[src/rtl/gmarl_pkg.sv]
// ----------------------------------------------------------------------------
// gmarl_pkg: shared types and constants
// Register map, reset values, mode and request codes used by the gimbal
// mode arbiter and rate limiter.
// ----------------------------------------------------------------------------
`default_nettype none

package gmarl_pkg;

   // configuration register indexes (byte address is 4 * index)
   localparam logic [2:0] RegYawLow          = 3'd0;
   localparam logic [2:0] RegYawHigh         = 3'd1;
   localparam logic [2:0] RegPitchLow        = 3'd2;
   localparam logic [2:0] RegPitchHigh       = 3'd3;
   localparam logic [2:0] RegYawStepLimit    = 3'd4;
   localparam logic [2:0] RegPitchStepLimit  = 3'd5;
   localparam logic [2:0] RegConfidenceFloor = 3'd6;
   localparam logic [2:0] RegLossTicks       = 3'd7;

   // register reset values
   localparam logic signed [15:0] YawLowReset          = -16'sd9830;
   localparam logic signed [15:0] YawHighReset         = 16'sd9830;
   localparam logic signed [15:0] PitchLowReset        = -16'sd3277;
   localparam logic signed [15:0] PitchHighReset       = 16'sd2458;
   localparam logic [11:0]        YawStepLimitReset    = 12'd49;
   localparam logic [11:0]        PitchStepLimitReset  = 12'd41;
   localparam logic [7:0]         ConfidenceFloorReset = 8'd141;
   localparam logic [15:0]        LossTicksReset       = 16'd200;

   // vision older than this many ticks is stale
   localparam logic [7:0] VisionTimeoutTicks = 8'd10;

   // gimbal modes
   localparam logic ModeTracking  = 1'b0;
   localparam logic ModeDetecting = 1'b1;

   // mode request codes (code three means no request)
   localparam logic [1:0] ReqNone      = 2'd0;
   localparam logic [1:0] ReqTracking  = 2'd1;
   localparam logic [1:0] ReqDetecting = 2'd2;

   localparam logic [15:0] LossCountMax = 16'hFFFF;

   typedef struct packed {
      logic signed [15:0] yaw_low;
      logic signed [15:0] yaw_high;
      logic signed [15:0] pitch_low;
      logic signed [15:0] pitch_high;
      logic [11:0]        yaw_step_limit;
      logic [11:0]        pitch_step_limit;
      logic [7:0]         confidence_floor;
      logic [15:0]        loss_ticks;
   } cfg_type;

   typedef struct packed {
      logic mode;        // resulting gimbal mode
      logic use_vision;  // steer to the vision target this tick
   } mode_info_type;

endpackage : gmarl_pkg

`default_nettype wire

[src/rtl/gimbal_mode_arbiter_rate_limiter_unit.sv]
// ----------------------------------------------------------------------------
// An accepted item is held in the input register, then in the result register.
// Throughput: one item per cycle unless rsp_stall holds the result register;
// the tick update is combinational logic between the input register and the
// result register, with state fed back.
// Reset (synchronous, active high): angles zero, mode tracking, loss counter
// cleared, registers at their defaults, no item held.
// ----------------------------------------------------------------------------
// gimbal_mode_arbiter_rate_limiter_unit: gimbal mode arbiter and rate limiter
// Per control tick selects the vision or motion target, clamps it to the
// angle limits and rate limits the angle change.
// ----------------------------------------------------------------------------
`default_nettype none

module gimbal_mode_arbiter_rate_limiter_unit (
   input  wire logic               clock,
   input  wire logic               reset,
   // input items
   input  wire logic               req_valid,
   output logic                    req_stall,
   input  wire logic               req_motion_present,
   input  wire logic signed [15:0] req_motion_yaw,
   input  wire logic signed [15:0] req_motion_pitch,
   input  wire logic               req_vision_present,
   input  wire logic signed [15:0] req_vision_yaw,
   input  wire logic signed [15:0] req_vision_pitch,
   input  wire logic [7:0]         req_vision_confidence,
   input  wire logic [7:0]         req_vision_age,
   input  wire logic               req_vision_permitted,
   input  wire logic [1:0]         req_mode_request,
   // result items
   output logic                    rsp_valid,
   input  wire logic               rsp_stall,
   output logic signed [15:0]      rsp_yaw_out,
   output logic signed [15:0]      rsp_pitch_out,
   output logic signed [12:0]      rsp_yaw_step_out,
   output logic signed [12:0]      rsp_pitch_step_out,
   output logic                    rsp_mode_out,
   output logic                    rsp_yaw_limit_hit,
   output logic                    rsp_pitch_limit_hit,
   // configuration
   input  wire logic               csr_psel,
   input  wire logic               csr_penable,
   input  wire logic               csr_pwrite,
   input  wire logic [4:0]         csr_paddr,
   input  wire logic [31:0]        csr_pwdata,
   output logic [31:0]             csr_prdata,
   output logic                    csr_pready
);
   import gmarl_pkg::*;

   cfg_type       cfg;
   mode_info_type mode_info;

   // input register
   logic               in_valid_ff, in_valid_in;
   logic               motion_present_ff;
   logic signed [15:0] motion_yaw_ff;
   logic signed [15:0] motion_pitch_ff;
   logic               vision_present_ff;
   logic signed [15:0] vision_yaw_ff;
   logic signed [15:0] vision_pitch_ff;
   logic [7:0]         vision_confidence_ff;
   logic [7:0]         vision_age_ff;
   logic               vision_permitted_ff;
   logic [1:0]         mode_request_ff;

   // result register
   logic               out_valid_ff, out_valid_in;
   logic signed [15:0] yaw_out_ff,  yaw_new;
   logic signed [15:0] pitch_out_ff, pitch_new;
   logic signed [12:0] yaw_step_ff,  yaw_step_new;
   logic signed [12:0] pitch_step_ff, pitch_step_new;
   logic               mode_out_ff;
   logic               yaw_hit_ff,  yaw_hit_new;
   logic               pitch_hit_ff, pitch_hit_new;

   logic advance;
   logic fire;
   logic req_take;

   // handshake: result register frees when empty or taken
   assign advance   = !out_valid_ff || !rsp_stall;
   assign fire      = in_valid_ff && advance;
   assign req_stall = in_valid_ff && !advance;
   assign req_take  = req_valid && !req_stall;

   assign in_valid_in  = req_take || (in_valid_ff && !advance);
   assign out_valid_in = fire || (out_valid_ff && rsp_stall);

   gmarl_csr u_csr (
      .clock       (clock),
      .reset       (reset),
      .csr_psel    (csr_psel),
      .csr_penable (csr_penable),
      .csr_pwrite  (csr_pwrite),
      .csr_paddr   (csr_paddr),
      .csr_pwdata  (csr_pwdata),
      .csr_prdata  (csr_prdata),
      .csr_pready  (csr_pready),
      .cfg         (cfg)
   );

   gmarl_mode u_mode (
      .clock             (clock),
      .reset             (reset),
      .enable            (fire),
      .cfg               (cfg),
      .vision_present    (vision_present_ff),
      .vision_confidence (vision_confidence_ff),
      .vision_age        (vision_age_ff),
      .vision_permitted  (vision_permitted_ff),
      .mode_request      (mode_request_ff),
      .mode_info         (mode_info)
   );

   gmarl_axis u_yaw (
      .clock          (clock),
      .reset          (reset),
      .enable         (fire),
      .use_vision     (mode_info.use_vision),
      .motion_present (motion_present_ff),
      .vision_angle   (vision_yaw_ff),
      .motion_angle   (motion_yaw_ff),
      .angle_low      (cfg.yaw_low),
      .angle_high     (cfg.yaw_high),
      .step_limit     (cfg.yaw_step_limit),
      .angle_new      (yaw_new),
      .step_new       (yaw_step_new),
      .limit_hit      (yaw_hit_new)
   );

   gmarl_axis u_pitch (
      .clock          (clock),
      .reset          (reset),
      .enable         (fire),
      .use_vision     (mode_info.use_vision),
      .motion_present (motion_present_ff),
      .vision_angle   (vision_pitch_ff),
      .motion_angle   (motion_pitch_ff),
      .angle_low      (cfg.pitch_low),
      .angle_high     (cfg.pitch_high),
      .step_limit     (cfg.pitch_step_limit),
      .angle_new      (pitch_new),
      .step_new       (pitch_step_new),
      .limit_hit      (pitch_hit_new)
   );

   // valid flags
   always_ff @(posedge clock) begin
      if (reset) begin
         in_valid_ff  <= 1'b0;
         out_valid_ff <= 1'b0;
      end else begin
         in_valid_ff  <= in_valid_in;
         out_valid_ff <= out_valid_in;
      end
   end

   // input payload capture
   always_ff @(posedge clock) begin
      if (req_take) begin
         motion_present_ff    <= req_motion_present;
         motion_yaw_ff        <= req_motion_yaw;
         motion_pitch_ff      <= req_motion_pitch;
         vision_present_ff    <= req_vision_present;
         vision_yaw_ff        <= req_vision_yaw;
         vision_pitch_ff      <= req_vision_pitch;
         vision_confidence_ff <= req_vision_confidence;
         vision_age_ff        <= req_vision_age;
         vision_permitted_ff  <= req_vision_permitted;
         mode_request_ff      <= req_mode_request;
      end
   end

   // result payload capture
   always_ff @(posedge clock) begin
      if (fire) begin
         yaw_out_ff    <= yaw_new;
         pitch_out_ff  <= pitch_new;
         yaw_step_ff   <= yaw_step_new;
         pitch_step_ff <= pitch_step_new;
         mode_out_ff   <= mode_info.mode;
         yaw_hit_ff    <= yaw_hit_new;
         pitch_hit_ff  <= pitch_hit_new;
      end
   end

   assign rsp_valid           = out_valid_ff;
   assign rsp_yaw_out         = yaw_out_ff;
   assign rsp_pitch_out       = pitch_out_ff;
   assign rsp_yaw_step_out    = yaw_step_ff;
   assign rsp_pitch_step_out  = pitch_step_ff;
   assign rsp_mode_out        = mode_out_ff;
   assign rsp_yaw_limit_hit   = yaw_hit_ff;
   assign rsp_pitch_limit_hit = pitch_hit_ff;

   // an empty input register never pushes back
   a_no_stall_when_empty: assert property (@(posedge clock) disable iff (reset)
      !in_valid_ff |-> !req_stall)
      else $error("input stalled with empty input register");

   // an item moved on produces a result next cycle
   a_fire_gives_result: assert property (@(posedge clock) disable iff (reset)
      fire |=> rsp_valid)
      else $error("processed item did not reach the result register");

   // an accepted item is held in the input register next cycle
   a_take_fills_input: assert property (@(posedge clock) disable iff (reset)
      req_take |=> in_valid_ff)
      else $error("accepted item lost");

   // a held result that is not taken keeps its payload
   a_result_held: assert property (@(posedge clock) disable iff (reset)
      (rsp_valid && rsp_stall) |=> (rsp_valid && $stable(rsp_yaw_out) &&
                                    $stable(rsp_mode_out)))
      else $error("stalled result changed");

endmodule : gimbal_mode_arbiter_rate_limiter_unit

`default_nettype wire

[src/rtl/gmarl_csr.sv]
// ----------------------------------------------------------------------------
// gmarl_csr: configuration registers
// APB-style register file holding angle limits, step limits, vision
// confidence floor and the lost-vision fallback count.
// ----------------------------------------------------------------------------
`default_nettype none

module gmarl_csr (
   input  wire logic            clock,
   input  wire logic            reset,
   input  wire logic            csr_psel,
   input  wire logic            csr_penable,
   input  wire logic            csr_pwrite,
   input  wire logic [4:0]      csr_paddr,
   input  wire logic [31:0]     csr_pwdata,
   output logic [31:0]          csr_prdata,
   output logic                 csr_pready,
   output gmarl_pkg::cfg_type   cfg
);
   import gmarl_pkg::*;

   cfg_type    cfg_ff;
   cfg_type    cfg_in;
   logic       wr_en;
   logic [2:0] reg_idx;

   assign csr_pready = 1'b1;
   assign reg_idx    = csr_paddr[4:2];
   assign wr_en      = csr_psel && csr_penable && csr_pwrite;

   // write decode
   always_comb begin
      cfg_in = cfg_ff;
      if (wr_en) begin
         case (reg_idx)
            RegYawLow:          cfg_in.yaw_low          = csr_pwdata[15:0];
            RegYawHigh:         cfg_in.yaw_high         = csr_pwdata[15:0];
            RegPitchLow:        cfg_in.pitch_low        = csr_pwdata[15:0];
            RegPitchHigh:       cfg_in.pitch_high       = csr_pwdata[15:0];
            RegYawStepLimit:    cfg_in.yaw_step_limit   = csr_pwdata[11:0];
            RegPitchStepLimit:  cfg_in.pitch_step_limit = csr_pwdata[11:0];
            RegConfidenceFloor: cfg_in.confidence_floor = csr_pwdata[7:0];
            RegLossTicks:       cfg_in.loss_ticks       = csr_pwdata[15:0];
            default:            cfg_in = cfg_ff;
         endcase
      end
   end

   always_ff @(posedge clock) begin
      if (reset) begin
         cfg_ff.yaw_low          <= YawLowReset;
         cfg_ff.yaw_high         <= YawHighReset;
         cfg_ff.pitch_low        <= PitchLowReset;
         cfg_ff.pitch_high       <= PitchHighReset;
         cfg_ff.yaw_step_limit   <= YawStepLimitReset;
         cfg_ff.pitch_step_limit <= PitchStepLimitReset;
         cfg_ff.confidence_floor <= ConfidenceFloorReset;
         cfg_ff.loss_ticks       <= LossTicksReset;
      end else begin
         cfg_ff <= cfg_in;
      end
   end

   // read mux, fields zero extended
   always_comb begin
      case (reg_idx)
         RegYawLow:          csr_prdata = {16'd0, cfg_ff.yaw_low};
         RegYawHigh:         csr_prdata = {16'd0, cfg_ff.yaw_high};
         RegPitchLow:        csr_prdata = {16'd0, cfg_ff.pitch_low};
         RegPitchHigh:       csr_prdata = {16'd0, cfg_ff.pitch_high};
         RegYawStepLimit:    csr_prdata = {20'd0, cfg_ff.yaw_step_limit};
         RegPitchStepLimit:  csr_prdata = {20'd0, cfg_ff.pitch_step_limit};
         RegConfidenceFloor: csr_prdata = {24'd0, cfg_ff.confidence_floor};
         RegLossTicks:       csr_prdata = {16'd0, cfg_ff.loss_ticks};
         default:            csr_prdata = 32'd0;
      endcase
   end

   assign cfg = cfg_ff;

endmodule : gmarl_csr

`default_nettype wire

[src/rtl/gmarl_mode.sv]
// ----------------------------------------------------------------------------
// gmarl_mode: mode arbiter
// Tracks wanted and actual gimbal mode, judges vision validity and counts
// lost-vision ticks, falling back to tracking after the configured count.
// ----------------------------------------------------------------------------
`default_nettype none

module gmarl_mode (
   input  wire logic                 clock,
   input  wire logic                 reset,
   input  wire logic                 enable,
   input  wire gmarl_pkg::cfg_type   cfg,
   input  wire logic                 vision_present,
   input  wire logic [7:0]           vision_confidence,
   input  wire logic [7:0]           vision_age,
   input  wire logic                 vision_permitted,
   input  wire logic [1:0]           mode_request,
   output gmarl_pkg::mode_info_type  mode_info
);
   import gmarl_pkg::*;

   logic        gimbal_mode_ff, gimbal_mode_in;
   logic        wanted_mode_ff, wanted_mode_in;
   logic        loss_active_ff, loss_active_in;
   logic [15:0] loss_count_ff,  loss_count_in;
   logic        wanted_req;
   logic        mode_req;
   logic        vision_ok;
   logic        lost;
   logic        fall_back;

   always_comb begin
      // request first, then permission
      case (mode_request)
         ReqTracking:  wanted_req = ModeTracking;
         ReqDetecting: wanted_req = ModeDetecting;
         default:      wanted_req = wanted_mode_ff;
      endcase

      if (!vision_permitted)
         mode_req = ModeTracking;
      else if (wanted_req == ModeDetecting)
         mode_req = ModeDetecting;
      else
         mode_req = gimbal_mode_ff;

      vision_ok = vision_present && (vision_confidence >= cfg.confidence_floor) &&
                  (vision_age <= VisionTimeoutTicks);

      lost = (mode_req == ModeDetecting) && !vision_ok;

      // lost-vision counter, saturating
      if (!lost) begin
         loss_active_in = 1'b0;
         loss_count_in  = 16'd0;
      end else if (!loss_active_ff) begin
         loss_active_in = 1'b1;
         loss_count_in  = 16'd0;
      end else begin
         loss_active_in = 1'b1;
         loss_count_in  = (loss_count_ff == LossCountMax) ? loss_count_ff
                                                          : loss_count_ff + 16'd1;
      end

      fall_back      = lost && (loss_count_in >= cfg.loss_ticks);
      gimbal_mode_in = fall_back ? ModeTracking : mode_req;
      wanted_mode_in = fall_back ? ModeTracking : wanted_req;

      mode_info.mode       = gimbal_mode_in;
      mode_info.use_vision = (mode_req == ModeDetecting) && vision_ok;
   end

   always_ff @(posedge clock) begin
      if (reset) begin
         gimbal_mode_ff <= ModeTracking;
         wanted_mode_ff <= ModeTracking;
         loss_active_ff <= 1'b0;
         loss_count_ff  <= 16'd0;
      end else if (enable) begin
         gimbal_mode_ff <= gimbal_mode_in;
         wanted_mode_ff <= wanted_mode_in;
         loss_active_ff <= loss_active_in;
         loss_count_ff  <= loss_count_in;
      end
   end

endmodule : gmarl_mode

`default_nettype wire

[src/rtl/gmarl_axis.sv]
// ----------------------------------------------------------------------------
// gmarl_axis: one gimbal axis
// Picks the target, clamps it to the angle limits, limits the per-tick step
// and holds the current angle.
// ----------------------------------------------------------------------------
`default_nettype none

module gmarl_axis (
   input  wire logic               clock,
   input  wire logic               reset,
   input  wire logic               enable,
   input  wire logic               use_vision,
   input  wire logic               motion_present,
   input  wire logic signed [15:0] vision_angle,
   input  wire logic signed [15:0] motion_angle,
   input  wire logic signed [15:0] angle_low,
   input  wire logic signed [15:0] angle_high,
   input  wire logic [11:0]        step_limit,
   output logic signed [15:0]      angle_new,
   output logic signed [12:0]      step_new,
   output logic                    limit_hit
);

   logic signed [15:0] angle_ff, angle_in;
   logic signed [15:0] target;
   logic signed [15:0] raised;
   logic signed [15:0] clamped;
   logic signed [16:0] diff;
   logic signed [16:0] lim_pos;
   logic signed [16:0] lim_neg;
   logic signed [16:0] step;

   always_comb begin
      // target select: vision, motion, else hold
      if (use_vision)
         target = vision_angle;
      else if (motion_present)
         target = motion_angle;
      else
         target = angle_ff;

      // low limit first, so an inverted pair resolves to the high limit
      raised  = (target < angle_low) ? angle_low : target;
      clamped = (raised > angle_high) ? angle_high : raised;

      // step limit
      diff    = {clamped[15], clamped} - {angle_ff[15], angle_ff};
      lim_pos = {5'd0, step_limit};
      lim_neg = -lim_pos;
      if (diff < lim_neg)
         step = lim_neg;
      else if (diff > lim_pos)
         step = lim_pos;
      else
         step = diff;

      // the step moves toward an in-range target, so 16 bits suffice
      angle_in = angle_ff + step[15:0];
   end

   always_ff @(posedge clock) begin
      if (reset)
         angle_ff <= '0;
      else if (enable)
         angle_ff <= angle_in;
   end

   assign angle_new = angle_in;
   assign step_new  = step[12:0];
   assign limit_hit = (angle_in == angle_low) || (angle_in == angle_high);

endmodule : gmarl_axis

`default_nettype wire

[config.mk]
export PLATFORM = sky130hd
export DESIGN_NAME = gimbal_mode_arbiter_rate_limiter_unit
export DESIGN_NICKNAME = d
export VERILOG_FILES = /design/src/rtl/gmarl_pkg.sv /design/src/rtl/gimbal_mode_arbiter_rate_limiter_unit.sv /design/src/rtl/gmarl_csr.sv /design/src/rtl/gmarl_mode.sv /design/src/rtl/gmarl_axis.sv
export SDC_FILE = /design/constraint.sdc
export NUM_CORES = 1
export LEC_CHECK = 0
export BUFFER_PORTS_ARGS = -buffer_cell sky130_fd_sc_hd__clkbuf_2
export CORE_UTILIZATION = 60
export CTS_CLUSTER_SIZE = 14
export DETAILED_ROUTE_END_ITERATION = 10
export MAX_ROUTING_LAYER = met4
export PLACE_DENSITY = 0.84
export SYNTH_ARGS = -nofsm -noshare
export SYNTH_HDL_FRONTEND = slang
export SYNTH_SLANG_ARGS = --single-unit
[constraint.sdc]
create_clock -name clock -period 27.6 [get_ports clock]
set_input_delay 4.14 -clock clock [delete_from_list [all_inputs] [get_ports clock]]
set_output_delay 4.14 -clock clock [all_outputs]
set_load 0.005 [all_outputs]
==> flow_summary.yaml, run 1 <==
die:
  die_height_um: 196
  rows: 70
  core-area_um2: 36900
  ioPinCount: 225
  die-width_um: 196
  initial_utilization_pct: 61.6
  dieArea_um2: 38600
place:
  gp_congestion: 1.03
  dp_hpwl_mm: 59.4
  io_buffers: 189
  pre_cts_slack_ns: 12.06
critical_path:
  worst_path_largest_cell_delay_ns: 1.00
  cp.required_ns: 27.91
  timing.rr.start: "u_csr.cfg[21]"
  timing.rr.end: "rsp_pitch_limit_hit"
  slowest_stage: "nor2_1"
  path_max_fanout: 62
  cp_common_cell: "a21o_1"
  critPathCaptureType: "flop"
  r2r_slack_ns: 11.52
  cp_data_arrival_time_ns: 16.39
  r2r_cells: 64
  crit_path_start_kind: "flop"
  crit_type: "flop to flop"
  startpoint: "u_csr.cfg[21]"
  crit_path_end: "rsp_pitch_limit_hit"
detailed_routing:
  routed_via_density: 6.40
  routed_wl_mm: 76.3
  final_antenna_net_count: 0
  routedWlPerCell_um: 23.1
  via_count: 21148
  drtIter0Drc: 2778
  drcViolationCount: 0
  dr.pass1.iters: 8
timing:
  timing.final.ws_setup_ns: 11.52
  worstMarginPinSlew_ns: 1.24
  rsz0062_at_grt: "false"
  slew_headroom_pct: 16.8
  slew_viol_final: 0
  setup_violations: 0
  fmax_mhz: 62.2
  fin_crit_ns: 16.08
  skew_ns: 0.0220
  totalNegativeSetupSlack_ns: 0
  hold_viol: 0
  min_period_over_period_pct: 58.3
finish:
  areaGrowthSynthToFinish_pct: 10.4
  nets: 3117
  most-common-layout-cells: "307 x nand2_1, 256 x a21oi_1, 214 x nor2_1"
  layout_commonest_cell: "nand2_1"
  drive_above_1_share_pct: 13.0
flow_run:
  maxCapViolations: 0
clock_network:
  postCtsSetupBuffers: 0
  cts_tree: "yes"
  cts_buffers: 36
  cts.htree.levels: 2
  clockBufferDepth: 3
  clk_latency_ns: 0.56
  cts_hold_buf: 0
  cts_num_sinks: 311
  ctsResizeCount: 0
  cts_root_buffer: "clkbuf_16"
  clk_pin_slew_ns: 0.06
status:
  status: "complete, no violations"
logic_synthesis:
  netlist_area_um2: 22700
  synth_top_area_share_pct: 19.3
  ys.flop_type: "dfxtp_1"
  synth-seq-area-share_pct: 33.9
  ys_ff_latch: 311
  yosys_warnings: 0
  synth-async-reset-ratio_pct: 0
  synth_top_area_cell: "edfxtp_1"
  synth.distinct_cells: 81
  avgSynthCellArea_um2: 8.53
  synth_edf_count: 146
  synthCells: 2660
  synth.area.top_cells: "edfxtp_1 19%, dfxtp_1 15%, ha_1 12%"
global_route:
  grt_pass1_wl_mm: 113
  grt_max_degree: 102
  grt_overflow: 0
  grtUsageTotal_pct: 39.9
  grt_pass1_vias: 19177
  antenna_found_initial: 2
min_path:
  hp-class: "flop to flop"
[registers in the layout, indices dropped and copies added (netlist names), 2 cells and up]
name,flops
rsp_yaw_step_out,13
motion_pitch_ff,16
u_mode.loss_count_ff,16
u_pitch.angle_ff,16
u_yaw.angle_ff,16
rsp_pitch_step_out,13
motion_yaw_ff,16
mode_request_ff,2
vision_pitch_ff,16
vision_yaw_ff,16
rsp_pitch_out,16
vision_age_ff,8
rsp_yaw_out,16
u_csr.cfg,112
vision_confidence_ff,8
[routing by layer]
layer  part of all wire [%]  vias to the layer above  GRT usage, %
met1                     43                    10095          56.2
met3                     12                      150          8.69
met2                     42                     1176          57.5
met4                    2.5                        0          10.7
li1                       -                     9727             -
met5                      0                        -             -
[cells in the mapped netlist (23+ instances only)]
library cell  instances
a221oi_1             31
nor2b_1              35
inv_1               204
dfxtp_1             165
mux2i_1              86
a21o_1               37
o21a_1               45
nand4_1              30
nand2_1             308
edfxtp_1            146
nor2_1              215
xor2_1               23
mux2_2               43
clkbuf_1            111
a211o_1              50
o21ai_0             105
nor3_1               54
nand3_1              47
ha_1                212
xnor2_1             103
a21oi_1             257
[metrics by stage]
step                hold slack [ns]  instance area [um^2]  util (%)  std cells
global placement              0.442                 23900      64.8       3238
global route                  0.495                 25000      67.9       3305
finish                        0.467                 25000      67.9       3305
floorplan                     0.433                 22800         -       2675
CTS                           0.466                 25000      67.9       3303
detailed placement            0.453                 23900      64.8       3238
[area by class of cell]
type | count | area, um^2
Fill cell | 2958 | 11800
Inverter | 206 | 776
Tap cell | 504 | 631
Antenna cell | 2 | 5.00
Sequential cell | 311 | 7690
Timing Repair Buffer | 211 | 1110
Clock buffer | 49 | 981
Multi-Input combinational cell | 2006 | 13700
Clock inverter | 16 | 164
[worst max-delay path, delay by kind of cell (launching register included)]
| kind | cells | cell delay, ns |
|---|---|---|
| xor+xnor | 3 | 1.04 |
| mux | 2 | 0.56 |
| flops | 1 | 0.33 |
| simple gates | 11 | 2.60 |
| buf+inv | 5 | 0.86 |
| fa+ha+maj | 7 | 2.36 |
| compound gates | 36 | 8.06 |
[worst min path at each step]
stage | startpoint | to | slack, ns | cells past startpoint
global placement | u_csr.cfg[2] | u_csr.cfg[2] | 0.44 | 2
detailed placement | u_mode.gimbal_mode_ff | u_mode.gimbal_mode_ff | 0.45 | 2
global route | u_csr.cfg[15] | u_csr.cfg[15] | 0.49 | 2
finish | u_csr.cfg[15] | u_csr.cfg[15] | 0.47 | 2
floorplan | u_mode.gimbal_mode_ff | u_mode.gimbal_mode_ff | 0.43 | 2
CTS | u_csr.cfg[37] | u_csr.cfg[37] | 0.47 | 2
[cells by family (layout without fill, tap and decap cells)]
| family | Yosys count | after routing | share of synthesized area [%] |
|---|---|---|---|
| buffers and inverters | 358 | 482 | 6.30 |
| flip-flops | 311 | 311 | 33.9 |
| AO/OA/AOI/OAI | 693 | 693 | 19.9 |
| XOR/XNOR | 130 | 130 | 5.23 |
| adder cells (fa/ha/maj) | 216 | 216 | 12.0 |
| multiplexers | 132 | 132 | 6.19 |
| other | 2 | 19 | 0.0331 |
| AND/OR/NAND/NOR | 818 | 818 | 16.5 |
Power of run 1 is not shown: default switching activity piles up to over one toggle a cycle in this logic, so the estimate is an artifact.
==> inputs of run 2 (changes only) <==
Settings changed: ABC_AREA from default to 1.
Clock period 27.6 ns to 15.3 ns, I/O delays scaled along.
==> run 2 against run 1 <==
Compared with the run above: flip-flop and latch count stayed put; fmax rose by 13%; synthesized cell count is 7.9% higher; critical endpoint is now rsp_yaw_limit_hit; largest cell class unchanged; critical path depth is 2 higher; wire length is 4.4% lower; cell count rose by 6.2%; area after synthesis shrank 4.3%; non-clock buffer count is 11 lower; die area decreased by 4.3%; cell area shrank 3.7%; count of clock-buffer cells in the layout is 3 higher; worst setup slack worse by 10 ns.
==> flow_summary.yaml, run 2 <==
logic_synthesis:
  netlist_area_um2: 21700
  yosys_warnings: 0
  synth-async-reset-ratio_pct: 0
  synthCells: 2869
  yosysMostFrequentCell: "nand2_1"
  ys.flop_type: "dfxtp_1"
  synth_top_area_share_pct: 20.2
  ys_ff_latch: 311
  synth.distinct_cells: 60
  synth-seq-area-share_pct: 35.4
  avgSynthCellArea_um2: 7.57
  synth_edf_count: 146
  yosys-top-cells-count: "517 x nand2_1, 405 x inv_1, 294 x a21oi_1"
  synth_top_area_cell: "edfxtp_1"
  synth.area.top_cells: "edfxtp_1 20%, dfxtp_1 15%, ha_1 12%"
die:
  die_height_um: 192
  core-area_um2: 35600
  die-width_um: 192
  rows: 69
  dieArea_um2: 36900
  ioPinCount: 225
  initial_utilization_pct: 61.0
place:
  dp_hpwl_mm: 56.6
  io_buffers: 189
  post_dp_cell_area_um2: 22900
  gp_congestion: 1.02
global_route:
  grt_pass1_vias: 19718
  antenna_found_initial: 3
  grt_pass1_wl_mm: 110
  grt_overflow: 0
  grtUsageTotal_pct: 40.5
  grt_max_degree: 112
timing:
  fin_crit_ns: 14.18
  slew_headroom_pct: 13.2
  whs_ns: 0.489
  rsz0062_at_grt: "false"
  totalNegativeSetupSlack_ns: 0
  skew_ns: 0.0218
  fmax_mhz: 70.5
  setup_violations: 0
  worstMarginPinSlew_ns: 1.30
  slew_viol_final: 0
  hold_viol: 0
  min_period_over_period_pct: 92.7
clock_network:
  cts.htree.levels: 2
  clk_pin_slew_ns: 0.06
  clk_latency_ns: 0.55
  cts_root_buffer: "clkbuf_16"
  cts_hold_buf: 0
  ctsResizeCount: 0
  clockBufferDepth: 3
  cts_buffers: 36
  cts_num_sinks: 311
  cts_tree: "yes"
  postCtsSetupBuffers: 0
critical_path:
  path_max_fanout: 60
  slowest_stage: "a2111oi_1"
  crit_family: "simple AND/OR/NAND/NOR gates"
  cp_data_arrival_time_ns: 14.59
  crit_buf_inv: 9
  crit_path_start_kind: "flop"
  cp.required_ns: 15.71
  worst_path_largest_cell_delay_ns: 0.72
  crit_type: "flop to flop"
  cp_common_cell: "nand2_1"
  critPathCaptureType: "flop"
detailed_routing:
  dr.pass1.iters: 6
  drtIter0Drc: 2027
  routed_via_density: 6.00
  routedWlPerCell_um: 20.8
  final_antenna_net_count: 0
  via_count: 21083
  routed_wl_mm: 73.0
  drcViolationCount: 0
min_path:
  hp-class: "flop to flop"
finish:
  nets: 3367
  drive_above_1_share_pct: 10.2
  final.fill_count: 3040
  largest_reg_flops: 112
  most-common-layout-cells: "517 x nand2_1, 403 x inv_1, 294 x a21oi_1"
  areaGrowthSynthToFinish_pct: 11.1
  layout_commonest_cell: "nand2_1"
  fin_util_pct: 67.8
  final_cell_area_um2: 24100
status:
  status: "complete, no violations"
pwr:
  ir_drop_mv: 0.215
  powerDensity_nw_per_um2: 265
  p_leak_nw: 11.5
flow_run:
  maxCapViolations: 0
[run 2: changes by cell type after synthesis, sizes merged, moves of 43 or more]
| cell | delta |
|---|---|
| nand2 | +223 |
| a211o | -50 |
| clkbuf | -53 |
| inv | +207 |
| xnor2 | -82 |
| mux2 | -44 |
| xor2 | +52 |
| o21ai | +140 |
| mux2i | -84 |
| nand3 | +148 |
| o21a | -43 |
[run 2: worst reg2reg max path: cells and delay by family, from the launching register on]
| kind | cells | cell delay (ns) |
|---|---|---|
| adder cells (fa/ha/maj) | 8 | 2.46 |
| buffers and inverters | 9 | 2.24 |
| flip-flops | 1 | 0.38 |
| AND/OR/NAND/NOR | 35 | 5.28 |
| XOR/XNOR | 3 | 1.03 |
| AO/OA/AOI/OAI | 11 | 2.67 |
[run 2: routing by layer]
layer / vias to the layer above / global-route usage (%) / wire length, um
met1: 9689 / 47.5 / 27900
met5: - / - / 0
li1: 9989 / - / -
met3: 257 / 6.16 / 5900
met2: 1148 / 63.9 / 33400
met4: 0 / 28.0 / 5780
[run 2: kinds of logic after synthesis]
group | count (synthesis) | share of synthesized area, %
AO/OA/AOI/OAI | 686 | 17.5
AND/OR/NAND/NOR | 1039 | 20.9
multiplexers | 2 | 0.0922
buffers and inverters | 516 | 9.40
XOR/XNOR | 97 | 4.10
flip-flops | 311 | 35.4
other | 2 | 0.0346
adder cells (fa/ha/maj) | 216 | 12.6
[run 2: layout make-up]
type / instances / area [um^2] / area share (%)
Multi-Input combinational cell: 2057 / 12000 / 50.0
Sequential cell: 311 / 7690 / 31.9
Inverter: 416 / 1560 / 6.48
Clock buffer: 52 / 1050 / 4.37
Timing Repair Buffer: 200 / 1030 / 4.26
Tap cell: 461 / 577 / 2.39
Clock inverter: 10 / 148 / 0.612
Antenna cell: 4 / 10.0 / 0.0415
[run 2: path summary, 6_finish.rpt]
check	start	to	slack [ns]	depth (start not counted)
min reg2reg	u_csr.cfg[20]	u_csr.cfg[20]	0.49	2
max reg2reg	mode_request_ff[0]	rsp_yaw_limit_hit	1.12	66
max	mode_request_ff[0]	rsp_yaw_limit_hit	1.12	66
min	u_csr.cfg[20]	u_csr.cfg[20]	0.49	2
[run 2: power by group]
group	internal (mW)	switching, mW	total [mW]
logic	1.35	2.95	4.30
clock network	0.545	0.350	0.895
registers	1.14	0.0511	1.19
total	3.03	3.35	6.38
[run 2: stage by stage]
step | setup WS (ns) | power (mW) | cells
6_report | 1.12 | 6.38 | 3511
4_1_cts | 1.39 | 6.29 | 3507
3_3_place_gp | 1.86 | 5.25 | 3445
5_1_grt | 0.108 | 6.87 | 3510
3_5_place_dp | 1.41 | 5.36 | 3445
2_1_floorplan | 5.23 | 4.17 | 2884
(Power assumes the default switching activity.)
